[config.mk]
export PLATFORM = sky130hd
export DESIGN_NAME = triggered_accel_window_peak_flat
export DESIGN_NICKNAME = d
export VERILOG_FILES = /design/src/hdl/tavp_pkg.sv /design/src/hdl/tavp_if.sv /design/src/hdl/triggered_accel_window_peak.sv /design/src/hdl/tavp_mag.sv /design/src/flat_wrapper.sv
export SDC_FILE = /design/constraint.sdc
export NUM_CORES = 1
export LEC_CHECK = 0
export BUFFER_PORTS_ARGS = -buffer_cell sky130_fd_sc_hd__buf_2
export CAP_MARGIN = 20
export CORE_UTILIZATION = 45
export CTS_CLUSTER_DIAMETER = 150
export DETAILED_ROUTE_END_ITERATION = 8
export HOLD_SLACK_MARGIN = 0.15
export SLEW_MARGIN = 10
export SYNTH_ARGS = -nofsm -noshare
export SYNTH_HDL_FRONTEND = slang
export SYNTH_SLANG_ARGS = --single-unit
[constraint.sdc]
create_clock -name clk_i -period 6.3 [get_ports clk_i]
set_input_delay 0.315 -clock clk_i [delete_from_list [all_inputs] [get_ports clk_i]]
set_output_delay 0.315 -clock clk_i [all_outputs]
set_load 0.02 [all_outputs]
[src/hdl/tavp_pkg.sv]
package tavp_pkg;

  // Field widths of the input and result items.
  localparam int AxisW  = 13;
  localparam int MagW   = 13;
  localparam int MmsW   = 19;
  localparam int SrcW   = 8;
  localparam int PosW   = 8;

  // Configuration register widths and indexes.
  localparam int LenW     = 9;
  localparam int CfgIdxW  = 1;
  localparam int CfgDataW = 9;
  localparam logic [CfgIdxW-1:0] CfgWindowLength = 1'd0;
  localparam logic [CfgIdxW-1:0] CfgTriggerMask  = 1'd1;
  localparam logic [LenW-1:0]    WindowLengthRst = 9'd256;
  localparam logic [SrcW-1:0]    TriggerMaskRst  = 8'h40;

  // Longest window; longer programmed lengths saturate to it.
  localparam int MaxWindow = 256;

  // Input item kinds.
  localparam logic CmdTap    = 1'b0;
  localparam logic CmdSample = 1'b1;

  // Sum of three squares of a 13-bit axis is at most 3 * 2^24, so 26 bits.
  localparam int SumW = 2 * AxisW;
  localparam int StepCntW = 4;
  localparam logic [StepCntW-1:0] LastStep = StepCntW'(AxisW - 1);

  // LSB to mm/s^2: (lsb * 39164 + 512) >> 10.
  localparam int MmsFactorW = 16;
  localparam logic [MmsFactorW-1:0] MmsFactor = 16'd39164;
  localparam int MmsShift   = 10;
  localparam int ProdW      = MagW + MmsFactorW;

  // Status of the magnitude unit toward its user.
  typedef struct packed {
    logic            done;
    logic [MagW-1:0] root;
  } mag_status_t;

endpackage

[src/hdl/tavp_if.sv]
interface tavp_in_if;
  logic                                     valid;
  logic                                     ready;
  logic                                     cmd;
  logic        [tavp_pkg::SrcW-1:0]         irq_src;
  logic signed [tavp_pkg::AxisW-1:0]        sample_x;
  logic signed [tavp_pkg::AxisW-1:0]        sample_y;
  logic signed [tavp_pkg::AxisW-1:0]        sample_z;

  modport source (output valid, cmd, irq_src, sample_x, sample_y, sample_z, input ready);
  modport sink   (input valid, cmd, irq_src, sample_x, sample_y, sample_z, output ready);
endinterface

interface tavp_out_if;
  logic                          valid;
  logic                          ready;
  logic [tavp_pkg::MagW-1:0]     magnitude;
  logic [tavp_pkg::MmsW-1:0]     magnitude_mms2;
  logic [tavp_pkg::MagW-1:0]     window_peak;
  logic [tavp_pkg::MmsW-1:0]     window_peak_mms2;
  logic [tavp_pkg::PosW-1:0]     sample_number;
  logic                          last;

  modport source (output valid, magnitude, magnitude_mms2, window_peak, window_peak_mms2,
                  sample_number, last, input ready);
  modport sink   (input valid, magnitude, magnitude_mms2, window_peak, window_peak_mms2,
                  sample_number, last, output ready);
endinterface

[src/hdl/triggered_accel_window_peak.sv]
// A sample inside an open window goes through the 13-step serial square sum, the 13-step
// serial square root and the conversion to mm/s^2 before it is shown on the output; a new
// item is taken only after that sequence ends, and a tap event gives no result.
// A pending result waits in the output register while the next item is taken in.
// Reset (rst_ni, asynchronous, active low) closes the window, clears the count and the peak,
// and loads window_length = 256 and trigger_mask = 0x40.
module triggered_accel_window_peak (
  input  logic                           clk_i,
  input  logic                           rst_ni,
  input  logic                           cfg_we_i,
  input  logic [tavp_pkg::CfgIdxW-1:0]   cfg_idx_i,
  input  logic [tavp_pkg::CfgDataW-1:0]  cfg_data_i,
  tavp_in_if.sink                        in_i,
  tavp_out_if.source                     out_o
);

  // Control sequence for one sample: wait for the magnitude unit, convert the
  // new magnitude to mm/s^2, then load the output register when it is free.
  typedef enum logic [2:0] {
    StIdle = 3'b001,
    StCalc = 3'b010,
    StConv = 3'b100
  } top_state_e;

  top_state_e state_q, state_d;

  // Configuration registers.
  logic [tavp_pkg::LenW-1:0] window_length_q;
  logic [tavp_pkg::SrcW-1:0] trigger_mask_q;

  // Window state.
  logic                       window_open_q, window_open_d;
  logic [tavp_pkg::LenW-1:0]  samples_taken_q, samples_taken_d;
  logic [tavp_pkg::MagW-1:0]  peak_q, peak_d;
  logic [tavp_pkg::MmsW-1:0]  peak_mms_q, peak_mms_d;

  // Converted magnitude of the sample under work.
  logic [tavp_pkg::MmsW-1:0]  mms_q;

  // Output register.
  logic                       out_valid_q, out_valid_d;
  logic [tavp_pkg::MagW-1:0]  out_mag_q;
  logic [tavp_pkg::MmsW-1:0]  out_mag_mms_q;
  logic [tavp_pkg::MagW-1:0]  out_peak_q;
  logic [tavp_pkg::MmsW-1:0]  out_peak_mms_q;
  logic [tavp_pkg::PosW-1:0]  out_pos_q;
  logic                       out_last_q;

  tavp_pkg::mag_status_t      mag_stat;
  logic                       in_xfer;
  logic                       mag_start;
  logic                       tap_hit;
  logic                       out_load;
  logic                       is_last;
  logic                       new_peak;
  logic [tavp_pkg::LenW:0]    len_eff;
  logic [tavp_pkg::LenW:0]    pos_inc;
  logic [tavp_pkg::ProdW-1:0] prod;

  // Items are taken only between samples; the output register keeps the
  // previous result meanwhile, so a new item can be taken while it is pending.
  assign in_i.ready = (state_q == StIdle);
  assign in_xfer    = in_i.valid && in_i.ready;
  assign tap_hit    = (in_i.irq_src & trigger_mask_q) != '0;
  assign mag_start  = in_xfer && (in_i.cmd == tavp_pkg::CmdSample) && window_open_q;

  tavp_mag u_mag (
    .clk_i    (clk_i),
    .rst_ni   (rst_ni),
    .start_i  (mag_start),
    .x_i      (in_i.sample_x),
    .y_i      (in_i.sample_y),
    .z_i      (in_i.sample_z),
    .status_o (mag_stat)
  );

  // Rounded fixed-point scale from sensor LSBs to mm/s^2.
  assign prod = tavp_pkg::ProdW'(mag_stat.root) * tavp_pkg::ProdW'(tavp_pkg::MmsFactor)
              + tavp_pkg::ProdW'(1 << (tavp_pkg::MmsShift - 1));

  // A programmed length of zero acts as one; lengths past the longest window saturate.
  always_comb begin
    if (window_length_q == '0) begin
      len_eff = (tavp_pkg::LenW+1)'(1);
    end else if ((tavp_pkg::LenW+1)'(window_length_q)
                 > (tavp_pkg::LenW+1)'(tavp_pkg::MaxWindow)) begin
      len_eff = (tavp_pkg::LenW+1)'(tavp_pkg::MaxWindow);
    end else begin
      len_eff = (tavp_pkg::LenW+1)'(window_length_q);
    end
  end

  assign pos_inc  = (tavp_pkg::LenW+1)'(samples_taken_q) + 1'b1;
  assign is_last  = pos_inc >= len_eff;
  assign new_peak = mag_stat.root > peak_q;
  assign out_load = (state_q == StConv) && (!out_valid_q || out_o.ready);

  always_comb begin
    state_d         = state_q;
    window_open_d   = window_open_q;
    samples_taken_d = samples_taken_q;
    peak_d          = peak_q;
    peak_mms_d      = peak_mms_q;
    unique case (state_q)
      StIdle: begin
        if (in_xfer) begin
          if (in_i.cmd == tavp_pkg::CmdTap) begin
            // A matching tap opens or restarts the window.
            if (tap_hit) begin
              window_open_d   = 1'b1;
              samples_taken_d = '0;
              peak_d          = '0;
              peak_mms_d      = '0;
            end
          end else if (window_open_q) begin
            state_d = StCalc;
          end
        end
      end
      StCalc: begin
        if (mag_stat.done) begin
          state_d = StConv;
        end
      end
      StConv: begin
        if (out_load) begin
          state_d         = StIdle;
          samples_taken_d = tavp_pkg::LenW'(pos_inc);
          if (is_last) begin
            window_open_d = 1'b0;
          end
          if (new_peak) begin
            peak_d     = mag_stat.root;
            peak_mms_d = mms_q;
          end
        end
      end
      default: state_d = StIdle;
    endcase
  end

  always_comb begin
    out_valid_d = out_valid_q;
    if (out_load) begin
      out_valid_d = 1'b1;
    end else if (out_o.ready) begin
      out_valid_d = 1'b0;
    end
  end

  always_ff @(posedge clk_i or negedge rst_ni) begin
    if (!rst_ni) begin
      state_q         <= StIdle;
      window_length_q <= tavp_pkg::WindowLengthRst;
      trigger_mask_q  <= tavp_pkg::TriggerMaskRst;
      window_open_q   <= 1'b0;
      samples_taken_q <= '0;
      peak_q          <= '0;
      peak_mms_q      <= '0;
      out_valid_q     <= 1'b0;
    end else begin
      state_q         <= state_d;
      window_open_q   <= window_open_d;
      samples_taken_q <= samples_taken_d;
      peak_q          <= peak_d;
      peak_mms_q      <= peak_mms_d;
      out_valid_q     <= out_valid_d;
      if (cfg_we_i) begin
        unique case (cfg_idx_i)
          tavp_pkg::CfgWindowLength: window_length_q <= cfg_data_i[tavp_pkg::LenW-1:0];
          tavp_pkg::CfgTriggerMask:  trigger_mask_q  <= cfg_data_i[tavp_pkg::SrcW-1:0];
          default: ;
        endcase
      end
    end
  end

  // Payload registers carry no reset.
  always_ff @(posedge clk_i) begin
    if (state_q == StCalc && mag_stat.done) begin
      mms_q <= prod[tavp_pkg::MmsShift +: tavp_pkg::MmsW];
    end
    if (out_load) begin
      out_mag_q      <= mag_stat.root;
      out_mag_mms_q  <= mms_q;
      out_peak_q     <= new_peak ? mag_stat.root : peak_q;
      out_peak_mms_q <= new_peak ? mms_q : peak_mms_q;
      out_pos_q      <= samples_taken_q[tavp_pkg::PosW-1:0];
      out_last_q     <= is_last;
    end
  end

  assign out_o.valid            = out_valid_q;
  assign out_o.magnitude        = out_mag_q;
  assign out_o.magnitude_mms2   = out_mag_mms_q;
  assign out_o.window_peak      = out_peak_q;
  assign out_o.window_peak_mms2 = out_peak_mms_q;
  assign out_o.sample_number    = out_pos_q;
  assign out_o.last             = out_last_q;

  // A result appears only at the end of a sample's sequence.
  assert property (@(posedge clk_i) disable iff (!rst_ni)
    $rose(out_valid_q) |-> $past(state_q == StConv))
    else $error("result shown without a finished sample");

  // The magnitude unit finishes only while the sequence waits for it.
  assert property (@(posedge clk_i) disable iff (!rst_ni)
    mag_stat.done |-> (state_q == StCalc))
    else $error("magnitude unit finished outside a sample");

  // The reported peak never falls below the magnitude of the same result.
  assert property (@(posedge clk_i) disable iff (!rst_ni)
    out_valid_q |-> (out_peak_q >= out_mag_q))
    else $error("window peak below sample magnitude");

  // An open window never holds more samples than the longest window.
  assert property (@(posedge clk_i) disable iff (!rst_ni)
    window_open_q |-> ((tavp_pkg::LenW+1)'(samples_taken_q)
                       < (tavp_pkg::LenW+1)'(tavp_pkg::MaxWindow)))
    else $error("sample count ran past the window");

endmodule

[src/hdl/tavp_mag.sv]
// Bit-serial vector magnitude: floor(sqrt(x^2 + y^2 + z^2)).
module tavp_mag (
  input  logic                                  clk_i,
  input  logic                                  rst_ni,
  input  logic                                  start_i,
  input  logic signed [tavp_pkg::AxisW-1:0]     x_i,
  input  logic signed [tavp_pkg::AxisW-1:0]     y_i,
  input  logic signed [tavp_pkg::AxisW-1:0]     z_i,
  output tavp_pkg::mag_status_t                 status_o
);

  typedef enum logic [2:0] {
    MagIdle = 3'b001,
    MagSqr  = 3'b010,
    MagRoot = 3'b100
  } mag_state_e;

  localparam int RemW = tavp_pkg::MagW + 1;
  localparam int ExtW = RemW + 2;

  mag_state_e state_q, state_d;
  logic [tavp_pkg::StepCntW-1:0] cnt_q, cnt_d;
  logic done_q, done_d;

  logic [tavp_pkg::AxisW-1:0] ax_q, ay_q, az_q;
  logic [tavp_pkg::AxisW-1:0] mx_q, my_q, mz_q;
  logic [tavp_pkg::SumW-1:0]  acc_q, acc_d;
  logic [RemW-1:0]            rem_q, rem_d;
  logic [tavp_pkg::MagW-1:0]  root_q, root_d;

  logic [tavp_pkg::AxisW-1:0] abs_x, abs_y, abs_z;
  logic [ExtW-1:0]            rem_ext, trial;
  logic                       fits;

  assign abs_x = x_i[tavp_pkg::AxisW-1] ? (~x_i + 1'b1) : x_i;
  assign abs_y = y_i[tavp_pkg::AxisW-1] ? (~y_i + 1'b1) : y_i;
  assign abs_z = z_i[tavp_pkg::AxisW-1] ? (~z_i + 1'b1) : z_i;

  // One radicand digit pair enters the remainder per step.
  assign rem_ext = {rem_q, acc_q[tavp_pkg::SumW-1 -: 2]};
  assign trial   = {1'b0, root_q, 2'b01};
  assign fits    = rem_ext >= trial;

  always_comb begin
    state_d = state_q;
    cnt_d   = cnt_q;
    done_d  = 1'b0;
    acc_d   = acc_q;
    rem_d   = rem_q;
    root_d  = root_q;
    unique case (state_q)
      MagIdle: begin
        if (start_i) begin
          state_d = MagSqr;
          cnt_d   = '0;
          acc_d   = '0;
        end
      end
      MagSqr: begin
        // MSB-first shift-and-add of all three squares into one sum.
        acc_d = (acc_q << 1)
              + tavp_pkg::SumW'(mx_q[tavp_pkg::AxisW-1] ? ax_q : '0)
              + tavp_pkg::SumW'(my_q[tavp_pkg::AxisW-1] ? ay_q : '0)
              + tavp_pkg::SumW'(mz_q[tavp_pkg::AxisW-1] ? az_q : '0);
        cnt_d = cnt_q + 1'b1;
        if (cnt_q == tavp_pkg::LastStep) begin
          state_d = MagRoot;
          cnt_d   = '0;
          rem_d   = '0;
          root_d  = '0;
        end
      end
      MagRoot: begin
        acc_d  = acc_q << 2;
        rem_d  = fits ? RemW'(rem_ext - trial) : RemW'(rem_ext);
        root_d = {root_q[tavp_pkg::MagW-2:0], fits};
        cnt_d  = cnt_q + 1'b1;
        if (cnt_q == tavp_pkg::LastStep) begin
          state_d = MagIdle;
          done_d  = 1'b1;
        end
      end
      default: state_d = MagIdle;
    endcase
  end

  always_ff @(posedge clk_i or negedge rst_ni) begin
    if (!rst_ni) begin
      state_q <= MagIdle;
      cnt_q   <= '0;
      done_q  <= 1'b0;
    end else begin
      state_q <= state_d;
      cnt_q   <= cnt_d;
      done_q  <= done_d;
    end
  end

  always_ff @(posedge clk_i) begin
    acc_q  <= acc_d;
    rem_q  <= rem_d;
    root_q <= root_d;
    if (state_q == MagIdle && start_i) begin
      ax_q <= abs_x;
      ay_q <= abs_y;
      az_q <= abs_z;
      mx_q <= abs_x;
      my_q <= abs_y;
      mz_q <= abs_z;
    end else if (state_q == MagSqr) begin
      mx_q <= mx_q << 1;
      my_q <= my_q << 1;
      mz_q <= mz_q << 1;
    end
  end

  assign status_o.done = done_q;
  assign status_o.root = root_q;

endmodule
[src/flat_wrapper.sv]
// flat-port wrapper written by rule: the top's interface ports become plain ports
module triggered_accel_window_peak_flat 
  (clk_i, rst_ni, cfg_we_i, cfg_idx_i, cfg_data_i, in_i_valid, in_i_cmd, in_i_irq_src, in_i_sample_x, in_i_sample_y, in_i_sample_z, in_i_ready, out_o_valid, out_o_magnitude, out_o_magnitude_mms2, out_o_window_peak, out_o_window_peak_mms2, out_o_sample_number, out_o_last, out_o_ready);
  tavp_in_if in_i_i ();
  tavp_out_if out_o_i ();
  input  logic clk_i;
  input  logic rst_ni;
  input  logic cfg_we_i;
  input  logic [tavp_pkg::CfgIdxW-1:0] cfg_idx_i;
  input  logic [tavp_pkg::CfgDataW-1:0] cfg_data_i;
  input wire logic [$bits(in_i_i.valid)-1:0] in_i_valid;
  input wire logic [$bits(in_i_i.cmd)-1:0] in_i_cmd;
  input wire logic [$bits(in_i_i.irq_src)-1:0] in_i_irq_src;
  input wire logic [$bits(in_i_i.sample_x)-1:0] in_i_sample_x;
  input wire logic [$bits(in_i_i.sample_y)-1:0] in_i_sample_y;
  input wire logic [$bits(in_i_i.sample_z)-1:0] in_i_sample_z;
  output wire logic [$bits(in_i_i.ready)-1:0] in_i_ready;
  output wire logic [$bits(out_o_i.valid)-1:0] out_o_valid;
  output wire logic [$bits(out_o_i.magnitude)-1:0] out_o_magnitude;
  output wire logic [$bits(out_o_i.magnitude_mms2)-1:0] out_o_magnitude_mms2;
  output wire logic [$bits(out_o_i.window_peak)-1:0] out_o_window_peak;
  output wire logic [$bits(out_o_i.window_peak_mms2)-1:0] out_o_window_peak_mms2;
  output wire logic [$bits(out_o_i.sample_number)-1:0] out_o_sample_number;
  output wire logic [$bits(out_o_i.last)-1:0] out_o_last;
  input wire logic [$bits(out_o_i.ready)-1:0] out_o_ready;
  assign in_i_i.valid = in_i_valid;
  assign in_i_i.cmd = in_i_cmd;
  assign in_i_i.irq_src = in_i_irq_src;
  assign in_i_i.sample_x = in_i_sample_x;
  assign in_i_i.sample_y = in_i_sample_y;
  assign in_i_i.sample_z = in_i_sample_z;
  assign in_i_ready = in_i_i.ready;
  assign out_o_valid = out_o_i.valid;
  assign out_o_magnitude = out_o_i.magnitude;
  assign out_o_magnitude_mms2 = out_o_i.magnitude_mms2;
  assign out_o_window_peak = out_o_i.window_peak;
  assign out_o_window_peak_mms2 = out_o_i.window_peak_mms2;
  assign out_o_sample_number = out_o_i.sample_number;
  assign out_o_last = out_o_i.last;
  assign out_o_i.ready = out_o_ready;
  triggered_accel_window_peak u_core (.clk_i(clk_i), .rst_ni(rst_ni), .cfg_we_i(cfg_we_i), .cfg_idx_i(cfg_idx_i), .cfg_data_i(cfg_data_i), .in_i(in_i_i), .out_o(out_o_i));
endmodule
==> tab_implementation.tex <==
\begin{tabular}{lr}
\hline
Metric & Value \\
\hline
\multicolumn{2}{l}{\textbf{Status}} \\
Outcome & completed \\
\multicolumn{2}{l}{\textbf{Finish}} \\
\# nets final & 2128 \\
Non-Filler Instances & 2391 \\
Area grow syn2layout & 17.2\% \\
Area used by multi-input combinational logic & 0.00907 mm2 \\
Number of antenna diodes & 0 \\
Cell area after layout & 0.0214 mm2 \\
Register Area & about 0.0085 mm2 \\
Layout cells sized above 1 & 0.171 \\
Fill cell count & roughly 3500 \\
\multicolumn{2}{l}{\textbf{Timing}} \\
Transition time at the pin with the least slew margin & between 1 and 1.5 ns \\
Final hold vios & 0 \\
Number of max-slew violations in the final report & 0 \\
Relative max-transition margin & 0.310 \\
Share of the clock period used by the worst path after layout & 0.980 \\
Total of endpoints with negative setup slack in the final report & 0 \\
Peak clock frequency supported by timing & about 0.16 GHz \\
Minimum setup slack in the final design & roughly 0.12 ns \\
Minimum period implied by the final worst setup slack & 6.18 ns \\
Setup repair after global routing missed its margin & yes \\
Worst Skew & 0.0261 ns \\
\multicolumn{2}{l}{\textbf{Critical path}} \\
Reg2reg start & u\_core.u\_mag.root\_q[12] \\
Worst path bufs/invs & 4 \\
Destination of the worst register-to-register timing path & u\_core.mms\_q[18] \\
Worst endpoint required time & approximately 6.6 ns \\
Kind of cell adding the most delay to the critical path & adder cells \\
Worst Path Arrival & approximately 6.5 ns \\
Critical-path top delay cell & fa\_2 \\
R2r setup slk & 0.12 ns \\
Cell Chain, Critical Path & fa\_2, xor2\_4, ha\_1, inv\_1, fa\_1, inv\_1, fa\_1, inv\_1, fa\_1, inv\_1, ha\_2, a21oi\_4, o21ai\_2, a221o\_1, a211o\_2, a21oi\_2, xnor2\_2, nand4\_1, nor3\_4, mux2i\_1, a211oi\_2 \\
Path depth of the worst reg2reg path & 21 \\
Critical Path Start Type & register \\
Worst setup EP type & register \\
Cell seen most often among critical-path stages & inv\_1 \\
Biggest cell delay along the critical path & 0.67 ns \\
Crit path max fanout & 4 \\
Type of the setup path with the least slack & register to register \\
\multicolumn{2}{l}{\textbf{Logic synthesis}} \\
Number of warnings reported in the yosys synthesis log & 0 \\
Syn Inst Count & 1632 \\
Register bit total from synthesis & 294 \\
Cell Area, Synth & between 0.015 and 0.02 mm2 \\
Sequential element share of the synthesized area & 0.465 \\
Top post-synthesis cells by area & edfxtp\_1 37\%, ha\_1 10\%, dfrtp\_1 9.2\% \\
Post-synth EDFFs & 223 \\
Share of flip-flops with an asynchronous set or reset & 0.241 \\
Synthesized netlist net count & 1921 \\
Post-synthesis average cell area & 11.2 um2 \\
Most common library cells after synthesis & 242 x nand2\_1, 223 x edfxtp\_1, 186 x inv\_1, 148 x ha\_1, 82 x nor2\_1 \\
Largest area contributor in the netlist & edfxtp\_1 \\
Most used standard cell by instance count after synthesis & nand2\_1 \\
Number of unique standard cell types used by synthesis & 76 \\
Synth top area share & 0.368 \\
Most common flop cell mapped by yosys & edfxtp\_1 \\
\multicolumn{2}{l}{\textbf{GRT}} \\
Met3 Use GR & 0.0344 \\
Total overflow reported by the global router & 0 \\
Global-route wire length before repair & 64200 um \\
Global routing usage on met2 & 0.280 \\
Global router's overall resource usage & 0.197 \\
Met1 track demand over resource in global routing & 0.305 \\
Most used routing layer in global routing & met1 \\
Initial antenna violation count & 1 \\
Number of global-route vias before repair & 12052 \\
Maximum number of pins on one net before global-route repair & 77 \\
\multicolumn{2}{l}{\textbf{Run}} \\
Number of max-capacitance violations reported & 0 \\
\multicolumn{2}{l}{\textbf{Die}} \\
Number of rows created at floorplan & 73 \\
Chip Height & 203 um \\
Die Area & 0.0413 mm2 \\
Width of the die & around 200 um \\
Std-Cell Core Area & 0.0398 mm2 \\
Ports placed on the boundary & 138 \\
Effective utilization at floorplan & 0.457 \\
\multicolumn{2}{l}{\textbf{Drt}} \\
Post-Route WL & around 40000 um \\
Vias per Instance & roughly 5.2 \\
Detailed-route wire length per cell & between 15 and 20 um \\
Count of unresolved DRC violations after routing & 0 \\
Drt first-iter violations & between 600 and 700 \\
First-pass iteration count of the detailed router & 5 \\
DR vias & between 10000 and 15000 \\
Post-route antenna net violation count & 0 \\
\multicolumn{2}{l}{\textbf{Placed design}} \\
Dpl ws & 0.0378 ns \\
Post-Place Cells & 2286 \\
Post-place instance area & 0.0197 mm2 \\
Post-detailed-placement half-perimeter wirelength & 29300 um \\
Number of port buffers & $\sim$140 \\
Last weighted congestion value of the routability-driven placer & 0.848 \\
\multicolumn{2}{l}{\textbf{Worst hold path}} \\
Class of the worst hold path & input port to register \\
Hold\_sp & in\_i\_sample\_z[5] \\
Sink of the worst hold path & u\_core.u\_mag.az\_q[5] \\
Hold Path Depth & 2 \\
\multicolumn{2}{l}{\textbf{Power and ir drop}} \\
Leakage component of the power & 9.24 nW \\
Cell area power density & just under 200 mW/mm2 \\
Worst supply voltage drop on vdd & 0.000198 V \\
\multicolumn{2}{l}{\textbf{Clocking}} \\
Bufs on Longest Clock Path & 3 \\
Worst-skew pair later-pin latency & around 0.54 ns \\
Clock-pin slew reported for the worst setup and hold paths after clock tree synthesis & 0.06 ns \\
Clock root buffer master & clkbuf\_16 \\
Clock sink total & 294 \\
H-Tree Depth & 2 \\
CTS tree & yes \\
Number of clock buffers inserted by TritonCTS & 35 \\
\hline
\end{tabular}
==> logic make-up after synthesis <==
| group | count (synthesis) | share of synthesized area |
|---|---|---|
| multiplexers | 68 | 0.0398 |
| XOR/XNOR | 108 | 0.0519 |
| AO/OA/AOI/OAI | 240 | 0.0922 |
| AND/OR/NAND/NOR | 467 | 0.116 |
| flip-flops | 294 | 0.465 |
| buffers and inverters | 229 | 0.0474 |
| adder cells (fa/ha/maj) | 226 | 0.187 |
==> repair_timing <==
| action | in CTS | in global routing |
|---|---|---|
| pin swaps | 0 | 9 |
| buffers inserted | 0 | 7 |
| endpoints found under the setup margin | 1 | 4 |
| endpoints found under the hold margin | 111 | 0 |
| hold buffers | 32 | 0 |
| resized for setup | 1 | 27 |
| gates cloned | 0 | 0 |
==> worst max path at each step <==
stage               depth (start not counted)                    start  slack (ns)                to
finish                                     21  u_core.u_mag.root_q[12]        0.12  u_core.mms_q[18]
CTS                                        21  u_core.u_mag.root_q[10]        0.03  u_core.mms_q[18]
detailed placement                         22  u_core.u_mag.root_q[10]        0.04  u_core.mms_q[18]
global placement                           20  u_core.u_mag.root_q[10]        0.19  u_core.mms_q[18]
global route                               21  u_core.u_mag.root_q[12]       -0.06  u_core.mms_q[18]
floorplan                                  20  u_core.u_mag.root_q[10]        0.24  u_core.mms_q[18]
==> metrics by stage <==
step | total power [mW] | setup TNS [ns] | utilization | hold slack (ns)
6_report | 4.17 | 0 | 0.536 | 0.180
5_1_grt | 4.31 | -0.0820 | 0.536 | 0.184
4_1_cts | 4.22 | 0 | 0.530 | 0.153
3_5_place_dp | 2.27 | 0 | 0.494 | 0.465
3_3_place_gp | 2.27 | 0 | 0.494 | 0.465
2_1_floorplan | 2.21 | 0 | - | 0.0194
==> routing by layer <==
| layer | routed length, um | up-vias |
|---|---|---|
| met5 | 0 | - |
| li1 | - | 6080 |
| met1 | 20400 | 6070 |
| met2 | 17000 | 270 |
| met3 | 2090 | 38 |
| met4 | 613 | 0 |
==> cells in the final DEF (no fill, tap or decap), types with 19 or more instances in the layout <==
cell / n
buf_2: 136
a22o_1: 39
edfxtp_1: 223
ha_1: 143
nor2_1: 82
clkbuf_16: 36
xnor2_1: 67
buf_4: 41
dlygate4sd3_1: 32
inv_1: 185
nand3_1: 25
mux2i_1: 32
a21oi_1: 30
xor2_1: 38
a21o_1: 19
nand2_1: 242
o21ai_0: 58
fa_1: 75
mux2_2: 36
dfrtp_1: 67
==> final cells by class <==
| cell class | instances | area share |
|---|---|---|
| Multi-Input combinational cell | 1109 | 0.425 |
| Inverter | 188 | 0.0331 |
| Clock buffer | 43 | 0.0444 |
| Timing Repair Buffer | 211 | 0.0627 |
| Clock inverter | 21 | 0.00703 |
| Sequential cell | 294 | 0.397 |
| Tap cell | 525 | 0.0308 |
==> worst reg2reg max path, cell delays in order (launching register included) <==
cell	delay, ns
edfxtp_1	0.42
fa_2	0.67
xor2_4	0.11
ha_1	0.28
inv_1	0.05
fa_1	0.54
inv_1	0.06
fa_1	0.54
inv_1	0.06
fa_1	0.53
inv_1	0.05
ha_2	0.32
a21oi_4	0.20
o21ai_2	0.10
a221o_1	0.41
a211o_2	0.34
a21oi_2	0.17
xnor2_2	0.15
nand4_1	0.23
nor3_4	0.29
mux2i_1	0.27
a211oi_2	0.10
==> flip-flops by register name, indices dropped and copies added (netlist names), 13 cells and up <==
name	cells
u_core.u_mag.acc_q	26
u_core.mms_q	19
u_core.out_o.magnitude_mms2	19
u_core.out_o.window_peak_mms2	19
u_core.peak_mms_q	19
u_core.u_mag.rem_q	14
u_core.out_o.magnitude	13
u_core.out_o.window_peak	13
u_core.peak_q	13
u_core.u_mag.ax_q	13
u_core.u_mag.ay_q	13
u_core.u_mag.az_q	13
u_core.u_mag.mx_q	13
u_core.u_mag.my_q	13
u_core.u_mag.mz_q	13
u_core.u_mag.root_q	13
==> power breakdown <==
group	internal, mW	total, mW	switching [mW]
sequential	2.09	2.10	0.0108
combinational	0.0709	0.143	0.0726
clock	1.12	1.92	0.805
Note: power is estimated with default switching activity, not from simulation.
